$ cat config.mk
export PLATFORM = sky130hd
export DESIGN_NAME = mrc_frame
export DESIGN_NICKNAME = d
export VERILOG_FILES = /design/src/hw/rtl/mrc_pkg.sv /design/src/hw/rtl/mrc_frame.sv
export SDC_FILE = /design/constraint.sdc
export NUM_CORES = 1
export LEC_CHECK = 0
export BUFFER_PORTS_ARGS = -buffer_cell sky130_fd_sc_hd__buf_4
export CAP_MARGIN = 5
export CORE_MARGIN = 4
export CORE_UTILIZATION = 35
export DETAILED_ROUTE_END_ITERATION = 10
export SYNTH_ARGS = -nofsm -noshare
export SYNTH_HDL_FRONTEND = slang
export SYNTH_SLANG_ARGS = --single-unit
$ cat constraint.sdc
create_clock -name clk -period 4.65 [get_ports clk]
set_input_delay 0.465 -clock clk [delete_from_list [all_inputs] [get_ports clk]]
set_output_delay 0.465 -clock clk [all_outputs]
set_load 0.03 [all_outputs]
$ cat src/hw/rtl/mrc_pkg.sv
// Shared codes, event type and CRC helper for the Modbus RTU response checker.
`default_nettype none
package mrc_pkg;

  // input operations (carried on in_tuser)
  localparam logic [1:0] OP_START = 2'd0;
  localparam logic [1:0] OP_BYTE  = 2'd1;
  localparam logic [1:0] OP_TICK  = 2'd2;

  // result status (carried on out_tuser)
  localparam logic [1:0] ST_OK       = 2'd0;
  localparam logic [1:0] ST_TIMEOUT  = 2'd1;
  localparam logic [1:0] ST_CRC      = 2'd2;
  localparam logic [1:0] ST_MISMATCH = 2'd3;

  // end-of-transaction event kinds
  localparam logic [2:0] EV_OK       = 3'd0;
  localparam logic [2:0] EV_TIMEOUT  = 3'd1;
  localparam logic [2:0] EV_BADCRC   = 3'd2;
  localparam logic [2:0] EV_MISMATCH = 3'd3;
  localparam logic [2:0] EV_REFUSE   = 3'd4;

  // configuration register indexes
  localparam logic [1:0] CFG_SLAVE   = 2'd0;
  localparam logic [1:0] CFG_TIMEOUT = 2'd1;
  localparam logic [1:0] CFG_LIMIT   = 2'd2;

  localparam logic [7:0]  FUNC_READ  = 8'h03;
  localparam logic [7:0]  STREAK_MAX = 8'd250;
  localparam logic [15:0] CRC_INIT   = 16'hFFFF;
  localparam logic [15:0] CRC_POLY   = 16'hA001;

  typedef struct packed {
    logic       valid;
    logic [2:0] kind;
    logic       is_read;
    logic [4:0] regs;
  } evt_t;

  function automatic logic [15:0] crc_feed(input logic [15:0] crc_in, input logic [7:0] data);
    logic [15:0] c;
    c = crc_in ^ {8'h00, data};
    for (int b = 0; b < 8; b++) begin
      c = c[0] ? ((c >> 1) ^ CRC_POLY) : (c >> 1);
    end
    return c;
  endfunction

endpackage
`default_nettype wire

$ cat src/hw/rtl/mrc_frame.sv
// Frame collector: byte count, running CRC, header capture, word RAM writes, timeout and end event.
`default_nettype none
module mrc_frame import mrc_pkg::*; #(
  parameter int MAX_READ_REGS = 16,
  localparam int AW = (MAX_READ_REGS > 1) ? $clog2(MAX_READ_REGS) : 1
) (
  input  wire logic          clk,
  input  wire logic          rst_n,
  input  wire logic          item_acc,
  input  wire logic [1:0]    op,
  input  wire logic [7:0]    expect_function,
  input  wire logic [4:0]    expect_regs,
  input  wire logic [7:0]    rx_byte,
  input  wire logic [7:0]    slave_address,
  input  wire logic [15:0]   timeout_ticks,
  input  wire logic          evt_ack,
  output evt_t               evt,
  output logic               ram_we,
  output logic [AW-1:0]      ram_waddr,
  output logic [15:0]        ram_wdata
);

  localparam int NMAX     = (MAX_READ_REGS < 31) ? MAX_READ_REGS : 31;
  localparam int LMAX     = (5 + 2 * NMAX > 8) ? 5 + 2 * NMAX : 8;
  localparam int BW       = $clog2(LMAX + 1);
  localparam int DATA_END = 3 + 2 * MAX_READ_REGS;

  logic          busy_r,  busy_nxt;
  logic [7:0]    fn_r,    fn_nxt;
  logic [4:0]    nregs_r, nregs_nxt;
  logic [BW-1:0] flen_r,  flen_nxt;
  logic [BW-1:0] seen_r,  seen_nxt;
  logic [15:0]   crc_r,   crc_nxt;
  logic [15:0]   idle_r,  idle_nxt;
  logic [7:0]    head0_r, head0_nxt;
  logic [7:0]    head1_r, head1_nxt;
  logic [7:0]    head2_r, head2_nxt;
  logic [7:0]    hi_r,    hi_nxt;
  evt_t          evt_r,   evt_nxt;

  logic [15:0]   crc_byte;
  logic [BW-1:0] seen_inc;
  logic [15:0]   idle_inc;
  logic          is_read;
  logic          bad_frame;
  logic          mismatch;

  always_comb begin
    crc_byte  = crc_feed(crc_r, rx_byte);
    seen_inc  = seen_r + BW'(1);
    idle_inc  = (idle_r != 16'hFFFF) ? idle_r + 16'd1 : idle_r;
    is_read   = (fn_r == FUNC_READ);
    bad_frame = (crc_byte != 16'd0) || (head0_r != slave_address);
    mismatch  = (head1_r != fn_r) || (is_read && (head2_r != {2'b00, nregs_r, 1'b0}));

    busy_nxt  = busy_r;
    fn_nxt    = fn_r;
    nregs_nxt = nregs_r;
    flen_nxt  = flen_r;
    seen_nxt  = seen_r;
    crc_nxt   = crc_r;
    idle_nxt  = idle_r;
    head0_nxt = head0_r;
    head1_nxt = head1_r;
    head2_nxt = head2_r;
    hi_nxt    = hi_r;
    evt_nxt   = evt_r;

    ram_we    = 1'b0;
    // data byte d = seen - 3; word d/2 is written on its odd byte
    ram_waddr = AW'((seen_r - BW'(3)) >> 1);
    ram_wdata = {hi_r, rx_byte};

    if (evt_ack) begin
      evt_nxt.valid = 1'b0;
    end

    if (item_acc) begin
      case (op)
        OP_START: begin
          busy_nxt = 1'b0;
          if ((expect_function == FUNC_READ) && (32'(expect_regs) > MAX_READ_REGS)) begin
            evt_nxt = '{valid: 1'b1, kind: EV_REFUSE, is_read: 1'b1, regs: expect_regs};
          end else begin
            fn_nxt    = expect_function;
            nregs_nxt = expect_regs;
            flen_nxt  = (expect_function == FUNC_READ) ?
                        BW'(5) + BW'({expect_regs, 1'b0}) : BW'(8);
            seen_nxt  = '0;
            crc_nxt   = CRC_INIT;
            idle_nxt  = 16'd0;
            busy_nxt  = 1'b1;
          end
        end
        OP_BYTE: begin
          if (busy_r) begin
            if (seen_r == BW'(0)) begin
              head0_nxt = rx_byte;
            end else if (seen_r == BW'(1)) begin
              head1_nxt = rx_byte;
            end else if (seen_r == BW'(2)) begin
              head2_nxt = rx_byte;
            end else if (32'(seen_r) < DATA_END) begin
              if (seen_r[0]) begin
                hi_nxt = rx_byte;
              end else begin
                ram_we = 1'b1;
              end
            end
            crc_nxt  = crc_byte;
            seen_nxt = seen_inc;
            idle_nxt = 16'd0;
            if (seen_inc >= flen_r) begin
              busy_nxt      = 1'b0;
              evt_nxt.valid   = 1'b1;
              evt_nxt.is_read = is_read;
              evt_nxt.regs    = nregs_r;
              if (bad_frame) begin
                evt_nxt.kind = EV_BADCRC;
              end else if (mismatch) begin
                evt_nxt.kind = EV_MISMATCH;
              end else begin
                evt_nxt.kind = EV_OK;
              end
            end
          end
        end
        OP_TICK: begin
          if (busy_r) begin
            idle_nxt = idle_inc;
            if (idle_inc >= timeout_ticks) begin
              busy_nxt = 1'b0;
              evt_nxt  = '{valid: 1'b1, kind: EV_TIMEOUT, is_read: is_read, regs: nregs_r};
            end
          end
        end
        default: ;
      endcase
    end
  end

  always_ff @(posedge clk) begin
    if (!rst_n) begin
      busy_r  <= 1'b0;
      fn_r    <= 8'd0;
      nregs_r <= 5'd0;
      flen_r  <= '0;
      seen_r  <= '0;
      crc_r   <= CRC_INIT;
      idle_r  <= 16'd0;
      evt_r   <= '0;
    end else begin
      busy_r  <= busy_nxt;
      fn_r    <= fn_nxt;
      nregs_r <= nregs_nxt;
      flen_r  <= flen_nxt;
      seen_r  <= seen_nxt;
      crc_r   <= crc_nxt;
      idle_r  <= idle_nxt;
      evt_r   <= evt_nxt;
    end
  end

  always_ff @(posedge clk) begin
    head0_r <= head0_nxt;
    head1_r <= head1_nxt;
    head2_r <= head2_nxt;
    hi_r    <= hi_nxt;
  end

  assign evt = evt_r;

endmodule
`default_nettype wire

* After elaboration in Yosys (flattened, before gate mapping)
Index checks and enable logic that the tools add are counted.
** Storage, ports and cells
- Register bits :: 100
- Word-level logic and storage cells :: 114
- Output and inout bits :: 31
** Operators by class
- Add/sub/neg operators :: 4
- Magnitude comparators :: 4
- Bitwise logic cells :: 13
- Reductions and logical operators :: 18
- Muxes and demuxes :: 44
- Equality and inequality tests :: 16
** Operators by type and width (number)
- two-way mux 16 bit :: 14
- two-way mux 10 bit :: 6
- one-hot mux 16 bit (3 select lines) :: 1
- one-hot mux 16 bit (2 select lines) :: 1
- one-hot mux 10 bit (3 select lines) :: 1
- NOT 2 -> 3 bit :: 8
- two-way mux 6 bit :: 3
- adder 16 x 1 -> 16 bit (second input constant) :: 1
- equality test 8 x 2 -> 1 bit (second input constant) :: 2
- >= comparator 16 bit :: 1
- inequality test 16 bit (second input constant) :: 1
- inequality test 8 bit :: 2
- nonzero test 16 bit :: 1
- bitwise XOR 16 x 8 -> 16 bit :: 1
- two-way mux 1 bit :: 14
- inequality test 2 bit (second input constant) :: 6
- one-hot mux 6 bit (2 select lines) :: 1
- AND reduction 5 bit :: 2
- inequality test 8 x 6 -> 1 bit :: 1
- AND reduction 4 bit :: 2
- AND reduction 8 bit :: 1
- AND reduction 7 bit :: 1
- adder 3 x 6 -> 6 bit (first input constant) :: 1
- adder 6 x 1 -> 6 bit (second input constant) :: 1
- other kinds (20) :: 26

* Logic depth before layout (Yosys ltp)
- Depth after elaboration :: 24
- Gate-level depth with buffers :: 17
- Gate-level depth less buffers :: 14

* Worst setup path before layout
OpenSTA, ideal clock, no wires.
- Path type :: register to register
- From :: register idle_r[3]
- To :: register evt_r (netlist bit evt[1])
- Arrival :: 3.328 ns
- Setup slack :: 1.252 ns
- Clock period less this slack :: 3.398 ns
- Path buffers :: 2
- Stages on the path, launching flop included :: 17
- Setup time :: 0.070 ns
- Cell sequence :: dfxtp_1 and3_1 nand3_1 or4_1 clkbuf_1 nand2b_1 nor3_1 xor2_1 ha_1 and4_1 o2111ai_1 a31oi_1 o21bai_1 a31oi_4 buf_4 o21ai_0 a21oi_1
** On the way
- Longest elaborated chain between the ends :: 5
- Elaborated cells between the ends (all ways) :: 6
- Classes of those cells :: add/sub: 1; order compare: 1; eq/ne: 2; mux: 1; reduce/logical: 1
** RTL lines
- from (decl) :: RTL line mrc_frame.sv:34 : logic [15:0] idle_r, idle_nxt;
- from (signal assigned) :: RTL line mrc_frame.sv:159 : idle_r <= idle_nxt;
- adder 16 x 1 -> 16 bit / inequality test 16 bit (equally long branches) :: RTL line mrc_frame.sv:51 : idle_inc = (idle_r != 16'hFFFF) ? idle_r + 16'd1 : idle_r;
- two-way mux 16 bit (*) :: RTL line mrc_frame.sv:51
- >= comparator 16 bit (*) :: RTL line mrc_frame.sv:131 : if (idle_inc >= timeout_ticks) begin
- inequality test 2 bit (no line) (*)
- AND reduction 7 bit (no line) (*)
- to (signal assigned) :: RTL line mrc_frame.sv:160 : evt_r <= evt_nxt;
- to (decl) :: RTL line mrc_frame.sv:39 : evt_t evt_r, evt_nxt;
Every way passes the cells marked *; elsewhere a longest branch is shown, timed or not.
A chain may end at the register's enable or synchronous reset.

* Final worst setup path
- From :: register idle_r[3]
- To :: register evt_r (netlist bit evt[7])
Same word-level chain as after synthesis.

==> results.rst <==
.. list-table::
   :header-rows: 1

   * - Metric
     - Value
   * - CTS tree
     - done
   * - Number of antenna violations at the first check in global routing
     - 0
   * - Routed WL per cell
     - 15.2 um
   * - Count leader, synth
     - sky130_fd_sc_hd__dfxtp_1
   * - Peak supply drop
     - 161 uV
   * - Fin util
     - 0.429
   * - Synth cell count leaders
     - sky130_fd_sc_hd__dfxtp_1 (68), sky130_fd_sc_hd__nand2_1 (48), sky130_fd_sc_hd__o21ai_0 (35), sky130_fd_sc_hd__inv_1 (34), sky130_fd_sc_hd__xnor2_1 (34)
   * - Slowest library cell on the worst path
     - sky130_fd_sc_hd__or4_1
   * - Number of levels in the clock H-tree
     - 3
   * - Layout cells sized above 1
     - 0.181
   * - Number of top-level design ports
     - 82
   * - Global-route usage over all layers
     - 0.150
   * - ANT nets after route
     - 0
   * - Number of buffers between clock root and the deepest sink
     - 2
   * - Sequential share of the synthesized area
     - 0.423
   * - Via density
     - 5.03
   * - Startpoint type of the worst setup path
     - flop
   * - Post-CTS Hold Fix Bufs
     - 0
   * - CP Data Arrival Time
     - 4.35 ns
   * - Area of the mapped netlist
     - 0.00549 mm2
   * - Classification of the worst setup path
     - reg2reg
   * - Outcome
     - finished, final reports clean
   * - Global-route wire length before repair
     - 21700 um
   * - Highest net fanout along the worst path
     - 17
   * - Crit path cell chain
     - and3_1 > nand3_1 > or4_1 > nand2b_1 > nor3_1 > xor2_1 > ha_1 > and4_1 > o2111ai_1 > a31oi_1 > o21bai_1 > a31oi_4 > o211ai_1 > a21boi_0
   * - Worst clock skew
     - 0.00849 ns
   * - Core Region
     - 0.0153 mm2
   * - Post-Synthesis Net Count
     - 664
   * - Total chip power
     - 0.00196 W
   * - Std-Cell Rows
     - 45
   * - Actual slew at the worst max-slew pin
     - 1.24 ns
   * - Highest Clock Rate
     - 0.245 GHz
   * - Number of enable flip-flop cells after synthesis
     - 32
   * - First-pass iteration count of the detailed router
     - 4
   * - Height of the die
     - 133 um
   * - Worst endpoint required time
     - 4.93 ns
   * - Effective utilization at floorplan
     - 0.359
   * - Biggest area contributors in the synthesized netlist
     - sky130_fd_sc_hd__dfxtp_1 (25%), sky130_fd_sc_hd__edfxtp_1 (17%), sky130_fd_sc_hd__ha_1 (7.5%)
   * - Cell accounting for the most synthesized area
     - sky130_fd_sc_hd__dfxtp_1
   * - Predominant post-synthesis flop cell
     - sky130_fd_sc_hd__dfxtp_1
   * - Synth Instances
     - 580
   * - Pwr/cell area
     - 298 mW/mm2
   * - DIE AREA
     - 0.0178 mm2
   * - Root buffer cell
     - sky130_fd_sc_hd__clkbuf_16
   * - FF-to-FF setup slack
     - 0.58 ns
   * - Total wirelength of the detailed-routed design
     - 13000 um
   * - Iteration-0 DRC count of the detailed router
     - 349
   * - Final number of hold-violating endpoints
     - 0
   * - Minimum period implied by the final worst setup slack
     - 4.07 ns
   * - Number of max-cap violations
     - 0
   * - Async S/R FF share, synth
     - 0
   * - Number of resized instances in the post-cts repair step
     - 0
   * - Number of cells after detailed placement
     - 842
   * - Via count
     - 4319
   * - Count of yosys warnings during synthesis
     - 0
   * - Largest stage delay on the critical path
     - 0.71 ns
   * - Pin count of the biggest net entering global routing
     - 69
   * - Normalized max-slew margin
     - 0.172
   * - DRC violation count after routing
     - 0
   * - Number of clock sinks
     - 100
   * - Antenna diodes
     - 0
   * - Setup-failing EPs final
     - 0
   * - Final number of max-transition violations
     - 0
   * - Endpoint class of the critical path
     - flop
   * - Count of nets after finishing
     - 726
   * - Met1 track demand over resource in global routing
     - 0.199
   * - Setup repair after global routing missed its margin
     - false
   * - Number of library cell types mapped by synthesis
     - 61
   * - Via count of the first global-routing pass
     - 4255
   * - Clock-pin slew on the worst setup and hold paths
     - 0.08 ns
   * - Area added between synthesis and finish
     - 19.6%
   * - Synthesized area divided by synthesized cell count
     - 9.47 um2
   * - Minimum hold slack
     - 0.343 ns
   * - Number of standard cells in the layout, taps in and fillers out
     - 858
   * - Detailed placement HPWL
     - 9620 um
   * - Number of setup buffers added after CTS
     - 0
   * - Clk Latency, worst-skew pair
     - 0.36 ns
   * - Weighted congestion at the end of routability-driven global placement
     - 0.848
   * - Total clock buffers created by CTS
     - 9
   * - Final global-route overflow total
     - 0
   * - Horizontal die dimension
     - 133 um
   * - Area share of the largest cell type after synthesis
     - 0.248
   * - Type of the worst min-delay path
     - in2reg
   * - Most crowded layer after global routing
     - met2
   * - Period utilisation layout
     - 0.876
   * - Number of port buffers
     - 81
   * - Leakage power summed over all cells
     - 2.65 nW
   * - Aggregate negative setup slack
     - 0 ns
   * - Met3 global-route usage
     - 0.0332
   * - Yosys reg bits
     - 100
   * - Global routing usage on met2
     - 0.244
-- critical path: cells and delay by family, from the launching register on --
| family | cells | cell delay (ns) |
|---|---|---|
| AND/OR/NAND/NOR | 6 | 1.65 |
| flip-flops | 1 | 0.43 |
| XOR/XNOR | 1 | 0.16 |
| AO/OA/AOI/OAI | 6 | 1.42 |
| adder cells (fa/ha/maj) | 1 | 0.32 |
-- where the power goes --
group          switching (W)  total, W  internal, W
Sequential         0.0000101  0.000921     0.000911
Combinational       0.000123  0.000222    0.0000988
Clock               0.000376  0.000814     0.000438
-- layout make-up --
cell class                      instances  area (um2)
Multi-Input combinational cell        412        2890
Tap cell                              211         264
Timing Repair Buffer                   85         638
Fill cell                            1548        8750
Sequential cell                       100        2320
Clock inverter                          7         103
Inverter                               34         128
Clock buffer                            9         225
-- per-stage QoR --
step	instance area (um2)	worst slack, ns
3_5_place_dp	6240	0.593
2_1_floorplan	5490	1.25
4_1_cts	6570	0.560
6_report	6570	0.576
3_3_place_gp	6240	0.818
5_1_grt	6570	0.214
-- worst paths after layout --
kind              start    endpoint  cells after the start
max           idle_r[3]      evt[7]                     14
min          rx_byte[4]  head2_r[4]                      1
min reg2reg      evt[7]      evt[7]                      2
max reg2reg   idle_r[3]      evt[7]                     14
-- per-layer routing --
layer	routed length (um)	vias up
met5	0	-
met4	186	0
met3	467	15
li1	-	2169
met2	6190	76
met1	6200	2059
-- placed cells by master, fill, tap and decap left out, drive strengths merged, types with 4 or more instances in the layout --
cell / count
a21oi: 24
and3: 5
buf: 85
inv: 38
o21a: 5
mux2i: 13
edfxtp: 32
a21o: 4
nand2b: 6
and2: 4
nand2: 48
nor4: 8
or2: 5
nor2: 15
dfxtp: 68
a21boi: 6
xor2: 23
clkbuf: 9
nand3: 29
nand3b: 6
xnor2: 35
ha: 33
a22oi: 9
nand4: 8
nor2b: 27
a31oi: 6
a32o: 4
nor3: 15
o21ai: 35
-- state kept, by name, summed over array words and instances, names as in the netlist --
| register | count |
|---|---|
| seen_r | 6 |
| idle_r | 16 |
| nregs_r | 5 |
| head1_r | 8 |
| evt | 10 |
| head2_r | 8 |
| crc_r | 16 |
| busy_r | 1 |
| fn_r | 8 |
| hi_r | 8 |
| flen_r | 6 |
| head0_r | 8 |
-- cells by family after synthesis --
| family | share of synthesized area |
|---|---|
| and+or+nand+nor | 0.184 |
| xor gates and xnor gates | 0.0982 |
| adders and majority gates | 0.0752 |
| AOI/OAI and AO/OA | 0.139 |
| buffers and inverters | 0.0531 |
| muxes | 0.0278 |
| DFF | 0.423 |
Note: power is estimated with default switching activity, not from simulation.
